<file path="config.mk">
export PLATFORM = sky130hd
export DESIGN_NAME = i2c_master_register_access_top_flat
export DESIGN_NICKNAME = d
export VERILOG_FILES = /design/src/rtl/i2cmra_pkg.sv /design/src/rtl/i2cmra_ifs.sv /design/src/rtl/i2cmra_in_stage.sv /design/src/rtl/i2cmra_engine.sv /design/src/rtl/i2c_master_register_access_top.sv /design/src/flat_wrapper.sv
export SDC_FILE = /design/constraint.sdc
export NUM_CORES = 1
export LEC_CHECK = 0
export BUFFER_PORTS_ARGS = -buffer_cell sky130_fd_sc_hd__buf_2
export CAP_MARGIN = 40
export CORE_MARGIN = 5
export CORE_UTILIZATION = 64
export DETAILED_ROUTE_END_ITERATION = 10
export PLACE_DENSITY = 0.85
export RECOVER_POWER = 25
export SLEW_MARGIN = 10
export SYNTH_ARGS = -nofsm -noshare
export SYNTH_HDL_FRONTEND = slang
export SYNTH_HIERARCHICAL = 1
export SYNTH_SLANG_ARGS = --single-unit
</file>
<file path="constraint.sdc">
create_clock -name clk -period 8.15 [get_ports clk]
set_input_delay 0.4075 -clock clk [delete_from_list [all_inputs] [get_ports clk]]
set_output_delay 0.4075 -clock clk [all_outputs]
set_load 0.01 [all_outputs]
</file>
<file path="src/rtl/i2cmra_pkg.sv">
`default_nettype none
package i2cmra_pkg;

  typedef logic [3:0] seg_t;

  // bus segments
  localparam seg_t SEG_START  = 4'd0;
  localparam seg_t SEG_ADDR_W = 4'd1;
  localparam seg_t SEG_ADDR_R = 4'd2;
  localparam seg_t SEG_REG    = 4'd3;
  localparam seg_t SEG_DATA   = 4'd4;
  localparam seg_t SEG_ACK    = 4'd5;
  localparam seg_t SEG_RECV   = 4'd6;
  localparam seg_t SEG_NACK   = 4'd7;
  localparam seg_t SEG_STOP   = 4'd8;

  // commands
  localparam logic [1:0] CMD_WRITE = 2'd1;
  localparam logic [1:0] CMD_READ  = 2'd2;

  // last plan index of each transaction type
  localparam logic [3:0] WR_LAST_IDX = 4'd7;
  localparam logic [3:0] RD_LAST_IDX = 4'd10;

  typedef struct packed {
    logic [1:0] command;
    logic [7:0] reg_address;
    logic [7:0] write_data;
    logic       sda_sample;
  } in_item_t;

  typedef struct packed {
    logic       scl_level;
    logic       sda_level;
    logic       busy_res;
    logic       done_res;
    logic [7:0] read_byte;
    logic       nack_seen;
  } res_t;

  // Segment at plan position idx.
  function automatic seg_t plan_seg(input logic is_read, input logic [3:0] idx);
    seg_t s;
    s = SEG_STOP;
    if (is_read) begin
      case (idx)
        4'd0:    s = SEG_START;
        4'd1:    s = SEG_ADDR_W;
        4'd2:    s = SEG_ACK;
        4'd3:    s = SEG_REG;
        4'd4:    s = SEG_ACK;
        4'd5:    s = SEG_START;
        4'd6:    s = SEG_ADDR_R;
        4'd7:    s = SEG_ACK;
        4'd8:    s = SEG_RECV;
        4'd9:    s = SEG_NACK;
        default: s = SEG_STOP;
      endcase
    end else begin
      case (idx)
        4'd0:    s = SEG_START;
        4'd1:    s = SEG_ADDR_W;
        4'd2:    s = SEG_ACK;
        4'd3:    s = SEG_REG;
        4'd4:    s = SEG_ACK;
        4'd5:    s = SEG_DATA;
        4'd6:    s = SEG_ACK;
        default: s = SEG_STOP;
      endcase
    end
    return s;
  endfunction

  // Offset of the final phase in a segment.
  function automatic logic [4:0] seg_last_off(input seg_t s);
    logic [4:0] r;
    r = 5'd2;
    case (s) inside
      SEG_START:                                  r = 5'd3;
      SEG_ADDR_W, SEG_ADDR_R, SEG_REG, SEG_DATA:  r = 5'd23;
      SEG_RECV:                                   r = 5'd16;
      default:                                    r = 5'd2;
    endcase
    return r;
  endfunction

endpackage
`default_nettype wire

</file>
<file path="src/rtl/i2cmra_ifs.sv">
`default_nettype none
interface i2cmra_in_if;
  logic       valid;
  logic       ready;
  logic [1:0] command;
  logic [7:0] reg_address;
  logic [7:0] write_data;
  logic       sda_sample;

  modport source (output valid, command, reg_address, write_data, sda_sample,
                  input ready);
  modport sink (input valid, command, reg_address, write_data, sda_sample,
                output ready);
endinterface

interface i2cmra_out_if;
  logic       valid;
  logic       ready;
  logic       scl_level;
  logic       sda_level;
  logic       busy_res;
  logic       done_res;
  logic [7:0] read_byte;
  logic       nack_seen;

  modport source (output valid, scl_level, sda_level, busy_res, done_res, read_byte,
                  nack_seen, input ready);
  modport sink (input valid, scl_level, sda_level, busy_res, done_res, read_byte,
                nack_seen, output ready);
endinterface
`default_nettype wire

</file>
<file path="src/rtl/i2cmra_in_stage.sv">
`default_nettype none
module i2cmra_in_stage import i2cmra_pkg::*; (
  input  wire logic     clk,
  input  wire logic     rst_n,
  input  wire logic     up_valid,
  output logic          up_ready,
  input  wire in_item_t up_item,
  output logic          dn_valid,
  input  wire logic     dn_ready,
  output in_item_t      dn_item
);

  logic     vld_r;
  in_item_t item_r;

  assign up_ready = !vld_r || dn_ready;
  assign dn_valid = vld_r;
  assign dn_item  = item_r;

  always_ff @(posedge clk) begin
    if (!rst_n) begin
      vld_r <= 1'b0;
    end else if (up_ready) begin
      vld_r <= up_valid;
    end
  end

  always_ff @(posedge clk) begin
    if (up_ready && up_valid) begin
      item_r <= up_item;
    end
  end

endmodule
`default_nettype wire

</file>
<file path="src/rtl/i2cmra_engine.sv">
`default_nettype none
module i2cmra_engine import i2cmra_pkg::*; (
  input  wire logic       clk,
  input  wire logic       rst_n,
  input  wire logic [6:0] dev_addr,
  input  wire logic       item_valid,
  output logic            item_ready,
  input  wire in_item_t   item,
  output logic            res_valid,
  input  wire logic       res_ready,
  output res_t            res
);

  logic       busy_r, busy_nxt;
  logic       op_read_r, op_read_nxt;
  logic [3:0] idx_r, idx_nxt;
  logic [4:0] off_r, off_nxt;
  logic [1:0] sub_r, sub_nxt;
  logic [7:0] lat_reg_r, lat_reg_nxt;
  logic [7:0] lat_data_r, lat_data_nxt;
  logic [7:0] shift_r, shift_nxt;
  logic [7:0] rcv_r, rcv_nxt;
  logic       nack_r, nack_nxt;
  logic       scl_r, scl_nxt;
  logic       sda_r, sda_nxt;
  logic       res_valid_r;
  res_t       res_r, res_nxt;

  logic       take, start, run, last, seg_end;
  logic [3:0] idx;
  logic [4:0] off;
  logic [1:0] sub;
  logic [7:0] byte_src, cur_shift;
  seg_t       seg;

  assign item_ready = !res_valid_r || res_ready;
  assign take       = item_valid && item_ready;
  assign res_valid  = res_valid_r;
  assign res        = res_r;

  always_comb begin
    start = !busy_r && (item.command == CMD_WRITE || item.command == CMD_READ);
    run   = busy_r || start;

    op_read_nxt  = start ? (item.command == CMD_READ) : op_read_r;
    lat_reg_nxt  = start ? item.reg_address : lat_reg_r;
    lat_data_nxt = start ? item.write_data  : lat_data_r;
    idx          = start ? 4'd0 : idx_r;
    off          = start ? 5'd0 : off_r;
    sub          = start ? 2'd0 : sub_r;

    seg     = plan_seg(op_read_nxt, idx);
    seg_end = (off == seg_last_off(seg));
    last    = seg_end && (idx == (op_read_nxt ? RD_LAST_IDX : WR_LAST_IDX));

    case (seg)
      SEG_ADDR_W: byte_src = {dev_addr, 1'b0};
      SEG_ADDR_R: byte_src = {dev_addr, 1'b1};
      SEG_REG:    byte_src = lat_reg_nxt;
      default:    byte_src = lat_data_nxt;
    endcase
    cur_shift = (off == 5'd0) ? byte_src : shift_r;

    nack_nxt  = start ? 1'b0 : nack_r;
    shift_nxt = shift_r;
    rcv_nxt   = rcv_r;
    scl_nxt   = scl_r;
    sda_nxt   = sda_r;
    idx_nxt   = idx_r;
    off_nxt   = off_r;
    sub_nxt   = sub_r;
    busy_nxt  = busy_r;

    if (run) begin
      busy_nxt = !last;
      if (seg_end) begin
        idx_nxt = idx + 4'd1;
        off_nxt = 5'd0;
        sub_nxt = 2'd0;
      end else begin
        idx_nxt = idx;
        off_nxt = off + 5'd1;
        sub_nxt = (sub == 2'd2) ? 2'd0 : sub + 2'd1;
      end

      unique case (seg) inside
        SEG_START: begin
          case (off[1:0])
            2'd0:    sda_nxt = 1'b1;
            2'd1:    scl_nxt = 1'b1;
            2'd2:    sda_nxt = 1'b0;
            default: scl_nxt = 1'b0;
          endcase
        end
        SEG_ADDR_W, SEG_ADDR_R, SEG_REG, SEG_DATA: begin
          case (sub)
            2'd0: begin
              sda_nxt   = cur_shift[7];
              shift_nxt = cur_shift;
            end
            2'd1:    scl_nxt = 1'b1;
            default: begin
              scl_nxt   = 1'b0;
              shift_nxt = {cur_shift[6:0], 1'b0};
            end
          endcase
        end
        SEG_ACK: begin
          if (off == 5'd0) begin
            sda_nxt = 1'b1;
          end else if (off == 5'd1) begin
            scl_nxt = 1'b1;
            if (item.sda_sample) nack_nxt = 1'b1;
          end else begin
            scl_nxt = 1'b0;
          end
        end
        SEG_RECV: begin
          if (off == 5'd0) begin
            sda_nxt   = 1'b1;
            shift_nxt = 8'd0;
          end else if (off[0]) begin
            scl_nxt   = 1'b1;
            shift_nxt = {shift_r[6:0], item.sda_sample};
          end else begin
            scl_nxt = 1'b0;
            if (off == 5'd16) rcv_nxt = shift_r;
          end
        end
        SEG_NACK: begin
          if (off == 5'd0)      sda_nxt = 1'b1;
          else if (off == 5'd1) scl_nxt = 1'b1;
          else                  scl_nxt = 1'b0;
        end
        default: begin
          // stop
          if (off == 5'd0)      sda_nxt = 1'b0;
          else if (off == 5'd1) scl_nxt = 1'b1;
          else                  sda_nxt = 1'b1;
        end
      endcase
    end

    res_nxt.scl_level = scl_nxt;
    res_nxt.sda_level = sda_nxt;
    res_nxt.busy_res  = busy_nxt;
    res_nxt.done_res  = run && last;
    res_nxt.read_byte = rcv_nxt;
    res_nxt.nack_seen = nack_nxt;
  end

  always_ff @(posedge clk) begin
    if (!rst_n) begin
      busy_r      <= 1'b0;
      op_read_r   <= 1'b0;
      idx_r       <= 4'd0;
      off_r       <= 5'd0;
      sub_r       <= 2'd0;
      lat_reg_r   <= 8'd0;
      lat_data_r  <= 8'd0;
      shift_r     <= 8'd0;
      rcv_r       <= 8'd0;
      nack_r      <= 1'b0;
      scl_r       <= 1'b1;
      sda_r       <= 1'b1;
      res_valid_r <= 1'b0;
    end else begin
      if (item_ready) res_valid_r <= item_valid;
      if (take) begin
        busy_r     <= busy_nxt;
        op_read_r  <= op_read_nxt;
        idx_r      <= idx_nxt;
        off_r      <= off_nxt;
        sub_r      <= sub_nxt;
        lat_reg_r  <= lat_reg_nxt;
        lat_data_r <= lat_data_nxt;
        shift_r    <= shift_nxt;
        rcv_r      <= rcv_nxt;
        nack_r     <= nack_nxt;
        scl_r      <= scl_nxt;
        sda_r      <= sda_nxt;
      end
    end
  end

  always_ff @(posedge clk) begin
    if (take) res_r <= res_nxt;
  end

endmodule
`default_nettype wire

</file>
<file path="src/rtl/i2c_master_register_access_top.sv">
`default_nettype none
// I2C master for single register writes and reads. Every input item is one bus
// phase tick: command 1 (write) or 2 (read) starts a transaction when idle,
// while busy any other item advances the bus by one phase, and every item
// yields exactly one result item with the SCL/SDA drive levels (1 = release),
// busy, a done pulse on the phase that ends the stop condition, the last read
// byte and a missing-acknowledge flag. A write runs 88 ticks, a read 112 (the
// read closes with a master NACK before stop). Commands while busy are
// ignored. Throughput is one item per clock when not stalled; each item passes
// the input register and the phase engine, which updates the bus state and
// loads the result register. The 7-bit target address is written through
// cfg_we/cfg_wdata and should only change while no transaction is running.
module i2c_master_register_access_top import i2cmra_pkg::*; (
  input  wire logic       clk,
  input  wire logic       rst_n,
  i2cmra_in_if.sink       in_ch,
  i2cmra_out_if.source    out_ch,
  input  wire logic       cfg_we,
  input  wire logic [6:0] cfg_wdata
);

  logic [6:0] dev_addr_r;
  in_item_t   in_item, st_item;
  logic       st_valid, st_ready;
  res_t       res;

  // target address register
  always_ff @(posedge clk) begin
    if (!rst_n) begin
      dev_addr_r <= 7'd0;
    end else if (cfg_we) begin
      dev_addr_r <= cfg_wdata;
    end
  end

  assign in_item.command     = in_ch.command;
  assign in_item.reg_address = in_ch.reg_address;
  assign in_item.write_data  = in_ch.write_data;
  assign in_item.sda_sample  = in_ch.sda_sample;

  // input register
  i2cmra_in_stage u_in_stage (
    .clk      (clk),
    .rst_n    (rst_n),
    .up_valid (in_ch.valid),
    .up_ready (in_ch.ready),
    .up_item  (in_item),
    .dn_valid (st_valid),
    .dn_ready (st_ready),
    .dn_item  (st_item)
  );

  // phase engine and result register
  i2cmra_engine u_engine (
    .clk        (clk),
    .rst_n      (rst_n),
    .dev_addr   (dev_addr_r),
    .item_valid (st_valid),
    .item_ready (st_ready),
    .item       (st_item),
    .res_valid  (out_ch.valid),
    .res_ready  (out_ch.ready),
    .res        (res)
  );

  assign out_ch.scl_level = res.scl_level;
  assign out_ch.sda_level = res.sda_level;
  assign out_ch.busy_res  = res.busy_res;
  assign out_ch.done_res  = res.done_res;
  assign out_ch.read_byte = res.read_byte;
  assign out_ch.nack_seen = res.nack_seen;

endmodule
`default_nettype wire

</file>
<file path="src/flat_wrapper.sv">
// flat-port wrapper written by rule: the top's interface ports become plain ports
module i2c_master_register_access_top_flat import i2cmra_pkg::*;
  (clk, rst_n, cfg_we, cfg_wdata, in_ch_valid, in_ch_command, in_ch_reg_address, in_ch_write_data, in_ch_sda_sample, in_ch_ready, out_ch_valid, out_ch_scl_level, out_ch_sda_level, out_ch_busy_res, out_ch_done_res, out_ch_read_byte, out_ch_nack_seen, out_ch_ready);
  i2cmra_in_if in_ch_i ();
  i2cmra_out_if out_ch_i ();
  input  wire logic clk;
  input  wire logic rst_n;
  input  wire logic cfg_we;
  input  wire logic [6:0] cfg_wdata;
  input wire logic [$bits(in_ch_i.valid)-1:0] in_ch_valid;
  input wire logic [$bits(in_ch_i.command)-1:0] in_ch_command;
  input wire logic [$bits(in_ch_i.reg_address)-1:0] in_ch_reg_address;
  input wire logic [$bits(in_ch_i.write_data)-1:0] in_ch_write_data;
  input wire logic [$bits(in_ch_i.sda_sample)-1:0] in_ch_sda_sample;
  output wire logic [$bits(in_ch_i.ready)-1:0] in_ch_ready;
  output wire logic [$bits(out_ch_i.valid)-1:0] out_ch_valid;
  output wire logic [$bits(out_ch_i.scl_level)-1:0] out_ch_scl_level;
  output wire logic [$bits(out_ch_i.sda_level)-1:0] out_ch_sda_level;
  output wire logic [$bits(out_ch_i.busy_res)-1:0] out_ch_busy_res;
  output wire logic [$bits(out_ch_i.done_res)-1:0] out_ch_done_res;
  output wire logic [$bits(out_ch_i.read_byte)-1:0] out_ch_read_byte;
  output wire logic [$bits(out_ch_i.nack_seen)-1:0] out_ch_nack_seen;
  input wire logic [$bits(out_ch_i.ready)-1:0] out_ch_ready;
  assign in_ch_i.valid = in_ch_valid;
  assign in_ch_i.command = in_ch_command;
  assign in_ch_i.reg_address = in_ch_reg_address;
  assign in_ch_i.write_data = in_ch_write_data;
  assign in_ch_i.sda_sample = in_ch_sda_sample;
  assign in_ch_ready = in_ch_i.ready;
  assign out_ch_valid = out_ch_i.valid;
  assign out_ch_scl_level = out_ch_i.scl_level;
  assign out_ch_sda_level = out_ch_i.sda_level;
  assign out_ch_busy_res = out_ch_i.busy_res;
  assign out_ch_done_res = out_ch_i.done_res;
  assign out_ch_read_byte = out_ch_i.read_byte;
  assign out_ch_nack_seen = out_ch_i.nack_seen;
  assign out_ch_i.ready = out_ch_ready;
  i2c_master_register_access_top u_core (.clk(clk), .rst_n(rst_n), .in_ch(in_ch_i), .out_ch(out_ch_i), .cfg_we(cfg_we), .cfg_wdata(cfg_wdata));
endmodule
</file>
# ---- Word level (Yosys, flattened, before mapping)
# Memories as Yosys holds them, arrays and structs flattened.
# Cells that the tools add are included.
dict set report word_totals {
  ff_bits 89
  rom_bits 64
  in_bits 31
  word_cells 131
  n_memories 1
}
dict set report op_classes {
  add_sub_neg 3
  eq_ne 25
  n_mux 51
  reduce_logical 26
}
# memory words word_bits rd rd_clocked_by_memory_dff write_ports line
set mem_list {}
lappend mem_list {{(name not given)} 16 4 1 0 0 i2cmra_pkg.sv:46} ;# case (idx)
# operator count
set op_table {}
lappend op_table {{$mux 8} 10}
lappend op_table {{$pmux 8 s2} 2}
lappend op_table {{$eq 4x3->1 const B} 7}
lappend op_table {{$mux 5} 5}
lappend op_table {{$pmux 8 s3} 1}
lappend op_table {{$mux 1} 20}
lappend op_table {{$pmux 4 s5} 1}
lappend op_table {{$eq 4x2->1 const B} 4}
lappend op_table {{$mux 4} 4}
lappend op_table {{$eq 4x1->1 const B} 2}
lappend op_table {{$logic_not 4->1} 2}
lappend op_table {{$eq 2x1->1 const B} 3}
lappend op_table {{$eq 2x2->1 const B} 3}
lappend op_table {{$mux 2} 3}
lappend op_table {{$pmux 1 s2} 3}
lappend op_table {{$reduce_or 3->1} 2}
lappend op_table {{$add 5x1->5 const B} 1}
lappend op_table {{$eq 5x1->1 const B} 1}
lappend op_table {{$eq 5x5->1} 1}
lappend op_table {{$eq 5x5->1 const B} 1}
lappend op_table {{$logic_and 1x1->1} 5}
lappend op_table {{$logic_not 5->1} 1}
lappend op_table {{$reduce_and 5->1} 1}
lappend op_table {{$add 4x1->4 const B} 1}
lappend op_table {{13 further kinds} 21}

# ---- Depth between registers and ports, before layout
dict set report depth {
  ltp_word 16
  ltp_mapped 23
  depth_no_buf 15
}

# ---- By module
# Netlist, hierarchy kept.
# module instances cells_per_inst area_each_um2 seq_area_each_um2
set modules_own_cells {}
lappend modules_own_cells {i2cmra_engine 1 496 3925.0 1371.3}
lappend modules_own_cells {i2cmra_in_stage 1 24 628.1 590.6}
lappend modules_own_cells {i2c_master_register_access_top 1 22 265.3 140.1}

# ---- Least setup slack after synthesis
# OpenSTA, ideal clock, no wires.
dict set report synth_timing {
  path_type {register to register}
  startpoint {reg u_core.u_in_stage.item_r (netlist bit u_core/u_in_stage/dn_item[18])}
  endpoint {reg u_core.u_engine.res_r (netlist bit u_core/u_engine/res[10]) (data pin)}
  arrival_ns 4.289
  t_required_ns 7.886
  slack_ns 3.597
  path_stages_with_launch 21
  path_buffers 6
  path_cell_list {edfxtp_1 > ha_1 > buf_4 > or2_1 > clkbuf_2 > clkbuf_1 > clkbuf_1 > clkbuf_1 > nand2_1 > inv_1 > ha_1 > buf_2 > or2_2 > a21oi_1 > o32ai_4 > nor2b_1 > o221ai_1 > a211oi_2 > nand3_2 > a2111oi_4 > nor2_1}
}
dict set report synth_via {
  elab_chain_cells 16
  word_cells_on_any_way 35
  classes_between {eq/ne: 15; mux: 10; reduce/logical: 9; memory: 1}
}
# element line
set synth_rtl {}
lappend synth_rtl {{start: declaration} i2cmra_in_stage.sv:14} ;# in_item_t item_r;
lappend synth_rtl {{start signal: assignment} i2cmra_in_stage.sv:30} ;# item_r <= up_item;
lappend synth_rtl {{$eq 2x1->1 / $eq 2x2->1 (equally long branches)} {i2cmra_engine.sv:42, i2cmra_engine.sv:45}}
lappend synth_rtl {{$logic_or 1x1->1} i2cmra_engine.sv:42} ;# start = !busy_r && (item.command == CMD_WRITE || item.command == CMD_READ);
lappend synth_rtl {{$logic_and 1x1->1} i2cmra_engine.sv:42}
lappend synth_rtl {{$mux 4} i2cmra_engine.sv:48} ;# idx = start ? 4'd0 : idx_r;
lappend synth_rtl {{$eq 4x3->1 / $eq 4x2->1 (equally long branches)} i2cmra_pkg.sv:60} ;# case (idx)
lappend synth_rtl {{$reduce_or 3->1 (no line)} n/a}
lappend synth_rtl {{$pmux 4 s5} i2cmra_pkg.sv:60}
lappend synth_rtl {{$mux 4} i2cmra_pkg.sv:45} ;# if (is_read) begin
lappend synth_rtl {{$eq 4x1->1 (tied with other cells)} i2cmra_engine.sv:53} ;# seg_end = (off == seg_last_off(seg));
lappend synth_rtl {{$reduce_or 4->1 / $mux 5 (equally long branches)} i2cmra_pkg.sv:78} ;# case (s) inside
lappend synth_rtl {{$mux 5 (2 in series)} i2cmra_pkg.sv:78}
lappend synth_rtl {{$eq 5x5->1} i2cmra_engine.sv:53}
lappend synth_rtl {{$logic_and 1x1->1} i2cmra_engine.sv:54} ;# last = seg_end && (idx == (op_read_nxt ? RD_LAST_IDX : WR_LAST_IDX));
lappend synth_rtl {{$logic_not 1->1} i2cmra_engine.sv:75} ;# busy_nxt = !last;
lappend synth_rtl {{$mux 1 *} i2cmra_engine.sv:74} ;# if (run) begin
lappend synth_rtl {{net u_core.u_engine.busy_nxt} i2cmra_engine.sv:14} ;# logic busy_r, busy_nxt;
lappend synth_rtl {{end signal: assignment} i2cmra_engine.sv:187} ;# if (take) res_r <= res_nxt;
lappend synth_rtl {{end: declaration} i2cmra_engine.sv:27} ;# res_t res_r, res_nxt;
# Mark *: on every way through the listed nets, which the timed path passes. The rest lies on a longest branch.
# A chain may end at the register's enable or synchronous reset.

# ---- Final worst setup path
dict set report layout_timing {
  startpoint {reg u_core.u_in_stage.item_r (netlist bit u_core/u_in_stage/dn_item[17])}
  endpoint {reg u_core.u_engine.shift_r[4]}
}
dict set report layout_via {
  elab_chain_cells 13
  word_cells_on_any_way 40
  classes_between {eq/ne: 16; mux: 13; reduce/logical: 10; memory: 1}
}
# element line
set layout_rtl {}
lappend layout_rtl {{$eq 2x1->1 / $eq 2x2->1 (equally long branches)} {i2cmra_engine.sv:42, i2cmra_engine.sv:45}}
lappend layout_rtl {{$logic_or 1x1->1} i2cmra_engine.sv:42}
lappend layout_rtl {{$logic_and 1x1->1} i2cmra_engine.sv:42}
lappend layout_rtl {{$mux 4} i2cmra_engine.sv:48}
lappend layout_rtl {{$eq 4x3->1 / $eq 4x2->1 (equally long branches)} i2cmra_pkg.sv:60}
lappend layout_rtl {{$reduce_or 3->1 (no line)} n/a}
lappend layout_rtl {{$pmux 4 s5} i2cmra_pkg.sv:60}
lappend layout_rtl {{$mux 4} i2cmra_pkg.sv:45}
lappend layout_rtl {{$eq 4x2->1 / $eq 4x1->1 (equally long branches)} i2cmra_engine.sv:56} ;# case (seg)
lappend layout_rtl {{$pmux 8 s3} i2cmra_engine.sv:56}
lappend layout_rtl {{$mux 8} i2cmra_engine.sv:62} ;# cur_shift = (off == 5'd0) ? byte_src : shift_r;
lappend layout_rtl {{$pmux 8 s2} i2cmra_engine.sv:96} ;# case (sub)
lappend layout_rtl {{$pmux 8 s2} i2cmra_engine.sv:86} ;# unique case (seg) inside
lappend layout_rtl {{end signal: assignment} i2cmra_engine.sv:177} ;# shift_r <= shift_nxt;
lappend layout_rtl {{end: declaration} i2cmra_engine.sv:21} ;# logic [7:0] shift_r, shift_nxt;
# Several ways; a longest one is shown, not always the timed one.

==> flow_summary.json <==
{
  "synth.top_cells.by_area": "dfxtp_1 24%, edfxtp_1 20%, nand2_1 7.1%, a21oi_1 5.3%, o21ai_0 3.2%",
  "drt-wirelength-per-cell_um": 17.1,
  "cp_max_fo": 34,
  "powerDensity_mw_per_mm2": 172,
  "die_x_um": 96.8,
  "drive_gt1_share_pct": 15.1,
  "hold_viol_final": 0,
  "relSlewSlack_pct": -6.47,
  "dp_hpwl_um": 8250,
  "fin_nets": 613,
  "synth_top_family_by_area": "compound AO/OA/AOI/OAI gates",
  "hold_class": "primary input to flip-flop",
  "yosysMostFrequentCell": "nand2_1",
  "grt_max_degree": 35,
  "required_ns": 8.43,
  "firstDrtPassIters": 6,
  "post-route-worst-setup-slack_ns": 3.55,
  "io_buffers": 45,
  "finalSetupViolCount": 0,
  "fin_crit_sh_pct": 56.5,
  "dieArea_mm2": 0.00936,
  "drt_iter0_markers": 522,
  "crit_start": "u_core/u_in_stage/dn_item[17]$_DFFE_PP_",
  "root_buffer": "clkbuf_8",
  "yosysTopAreaCellShare_pct": 23.7,
  "ant_nets": 0,
  "fin_util_pct": 71.5,
  "cts_tree": "built",
  "n_antenna_cell": 0,
  "min_from": "in_ch_reg_address[4]",
  "postSynthAreaPerCell_um2": 8.89,
  "synth-compound-area-share_pct": 23.0,
  "synth_ff_type": "dfxtp_1",
  "yosysSeqAreaShare_pct": 43.6,
  "fp.dieH_um": 96.8,
  "synth_cell_types": 76,
  "worstSetupPathType": "flip-flop to flip-flop",
  "htreeDepth": 3,
  "synthSimpleGateAreaFrac_pct": 21.2,
  "async_flop_share_pct": 0,
  "cts_buffers": 9,
  "reg2reg_from": "u_core/u_in_stage/dn_item[17]$_DFFE_PP_",
  "tightest_slew_ns": 1.60,
  "synth_common_cells": "91 x nand2_1, 57 x dfxtp_1, 51 x a21oi_1",
  "syn_area_mm2": 0.00482,
  "failed_checks": "max-capacitance violations, max-slew violations",
  "area_growth_syn_to_layout_pct": 8.26,
  "final_cell_area_mm2": 0.00522,
  "post-place-ws_ns": 3.66,
  "power_leakage_nw": 1.96,
  "fp.coreArea_mm2": 0.00729,
  "clock_latency_ns": 0.36,
  "antenna_found_initial": 0,
  "vias": 4286,
  "drcViolationCount": 0,
  "peakVddDrop_mv": 0.139,
  "syn_inst": 542,
  "min_period_ns": 4.60,
  "r2r_slack_ns": 3.55,
  "max_stage_delay_ns": 0.49,
  "total_power_mw": 0.897,
  "gp_congestion": 0.959,
  "grt_pass1_wl_um": 19500,
  "end_kind": "flip-flop",
  "cts.sinks": 89,
  "fillCellCount": 590,
  "rows": 31,
  "synth_fa_ha_area_share_pct": 2.34,
  "timing_max_transition_violations_final": 33,
  "grt_overflow": 0,
  "viasPerCell": 6.33,
  "grt_pass1_vias": 3962,
  "setup_tns_ns": 0,
  "cap_violations": 1,
  "clock_skew_ns": 0.0117,
  "cp-start-kind": "flip-flop",
  "crit_slowest_cell": "or4_1",
  "fmax_mhz": 217,
  "dpl_cell_area_mm2": 0.00506,
  "synth-xor-area-share_pct": 0.545,
  "synth_fp_nets": 582,
  "clk_pin_slew_worst_paths_ns": 0.09,
  "crit_chain": "inv_1 > ha_1 > or2_1 > buf_4 > nand2_1 > inv_1 > ha_1 > or2_2 > a21oi_1 > o22ai_1 > buf_4 > nor4_4 > a22o_1 > nor3_1 > or4_1 > a41oi_1",
  "netlist.top_cell.by_area": "dfxtp_1",
  "rsz0062_at_grt": "false",
  "cts_hold_repair.buffers": 0,
  "clockBufferDepth": 2,
  "cp.arrival_ns": 4.88,
  "cts_resized": 0,
  "start_util_pct": 66.1,
  "io_pins": 46,
  "cts_setup_buffers": 0,
  "grt.total_usage_pct": 24.7,
  "synth_enable_flop_cells": 32,
  "synth_mux_area_share_pct": 5.01,
  "status": "complete, but fails checks",
  "wirelength_um": 11600,
  "ys_ff_latch": 89,
  "yosys_warnings": 6
}
==> flip-flops by register name (all words and copies together), names as in the netlist <==
signal                      count
u_core/dev_addr_r               7
u_core/u_engine/busy_r          1
u_core/u_engine/idx_r           4
u_core/u_engine/lat_data_r      8
u_core/u_engine/lat_reg_r       8
u_core/u_engine/nack_r          1
u_core/u_engine/off_r           5
u_core/u_engine/op_read_r       1
u_core/u_engine/rcv_r           8
u_core/u_engine/res            13
u_core/u_engine/res_valid       1
u_core/u_engine/scl_r           1
u_core/u_engine/sda_r           1
u_core/u_engine/shift_r         8
u_core/u_engine/sub_r           2
u_core/u_in_stage/dn_item      19
u_core/u_in_stage/dn_valid      1
==> cell families after synthesis <==
kind of cell | count (synthesis)
AO/OA/AOI/OAI | 161
XOR/XNOR | 3
adder cells (fa/ha/maj) | 9
buffers and inverters | 46
flip-flops | 89
multiplexers | 23
AND/OR/NAND/NOR | 211
==> report_power, final <==
| group | switching, mW | internal [mW] |
|---|---|---|
| Combinational | 0.0836 | 0.0479 |
| Sequential | 0.0121 | 0.482 |
| Clock | 0.159 | 0.113 |
==> area by class of cell <==
class | instances | area [µm²] | share of cell area, %
clock buffers | 11 | 131 | 2.52
clock inverters | 5 | 40.0 | 0.768
inverters | 15 | 56.3 | 1.08
multi-input cells | 407 | 2500 | 47.9
flip-flops and latches | 89 | 2100 | 40.3
well taps | 99 | 124 | 2.37
repair buffers | 51 | 265 | 5.09
==> routing by layer <==
metal  GRT usage (%)  vias to the layer above  wire (µm)
li1                -                     2031          -
met3            5.04                       33        894
met1            33.3                     2008       4910
met5               0                        -          0
met2            39.5                      214       5470
met4            8.86                        0        306
==> placed cells by master, fill, tap and decap left out, drive strengths merged, types with 4 or more instances in the layout <==
cell    instances
ha              9
a22oi           6
a21o            5
nand3          12
and3            4
nor2b          15
a31oi           7
o211ai          6
dfxtp          57
buf            49
nand2          91
o22ai           5
o21ai          33
nor3           11
mux2            9
mux2i          14
inv            15
o211a           6
and2           10
nand2b         11
edfxtp         32
clkbuf         13
a221oi          4
a21oi          55
nor2           37
==> metrics by stage <==
step	hold WS, ns	cells
final	0.215	677
after global routing	0.189	677
after CTS	0.205	677
after detailed placement	0.446	661
after global placement	0.441	659
after floorplan	0.432	542
==> final timing paths <==
kind,end,cells after the start
setup reg to reg,u_core/u_engine/shift_r[4]$_SDFFE_PN0P_,16
hold reg to reg,u_core/u_engine/lat_data_r[1]$_SDFFE_PN0P_,2
setup / recovery,u_core/u_engine/shift_r[4]$_SDFFE_PN0P_,16
hold / removal,u_core/u_in_stage/dn_item[13]$_DFFE_PP_,1
==> worst max-delay path: cells and delay by family, from the launching register on <==
kind	cells	cell delay (ns)
DFF	1	0.34
AOI/OAI and AO/OA	4	1.06
and+or+nand+nor	6	1.74
buffers and inverters	4	0.66
adders and majority gates	2	0.70
Power figures use the tool's default switching activity.
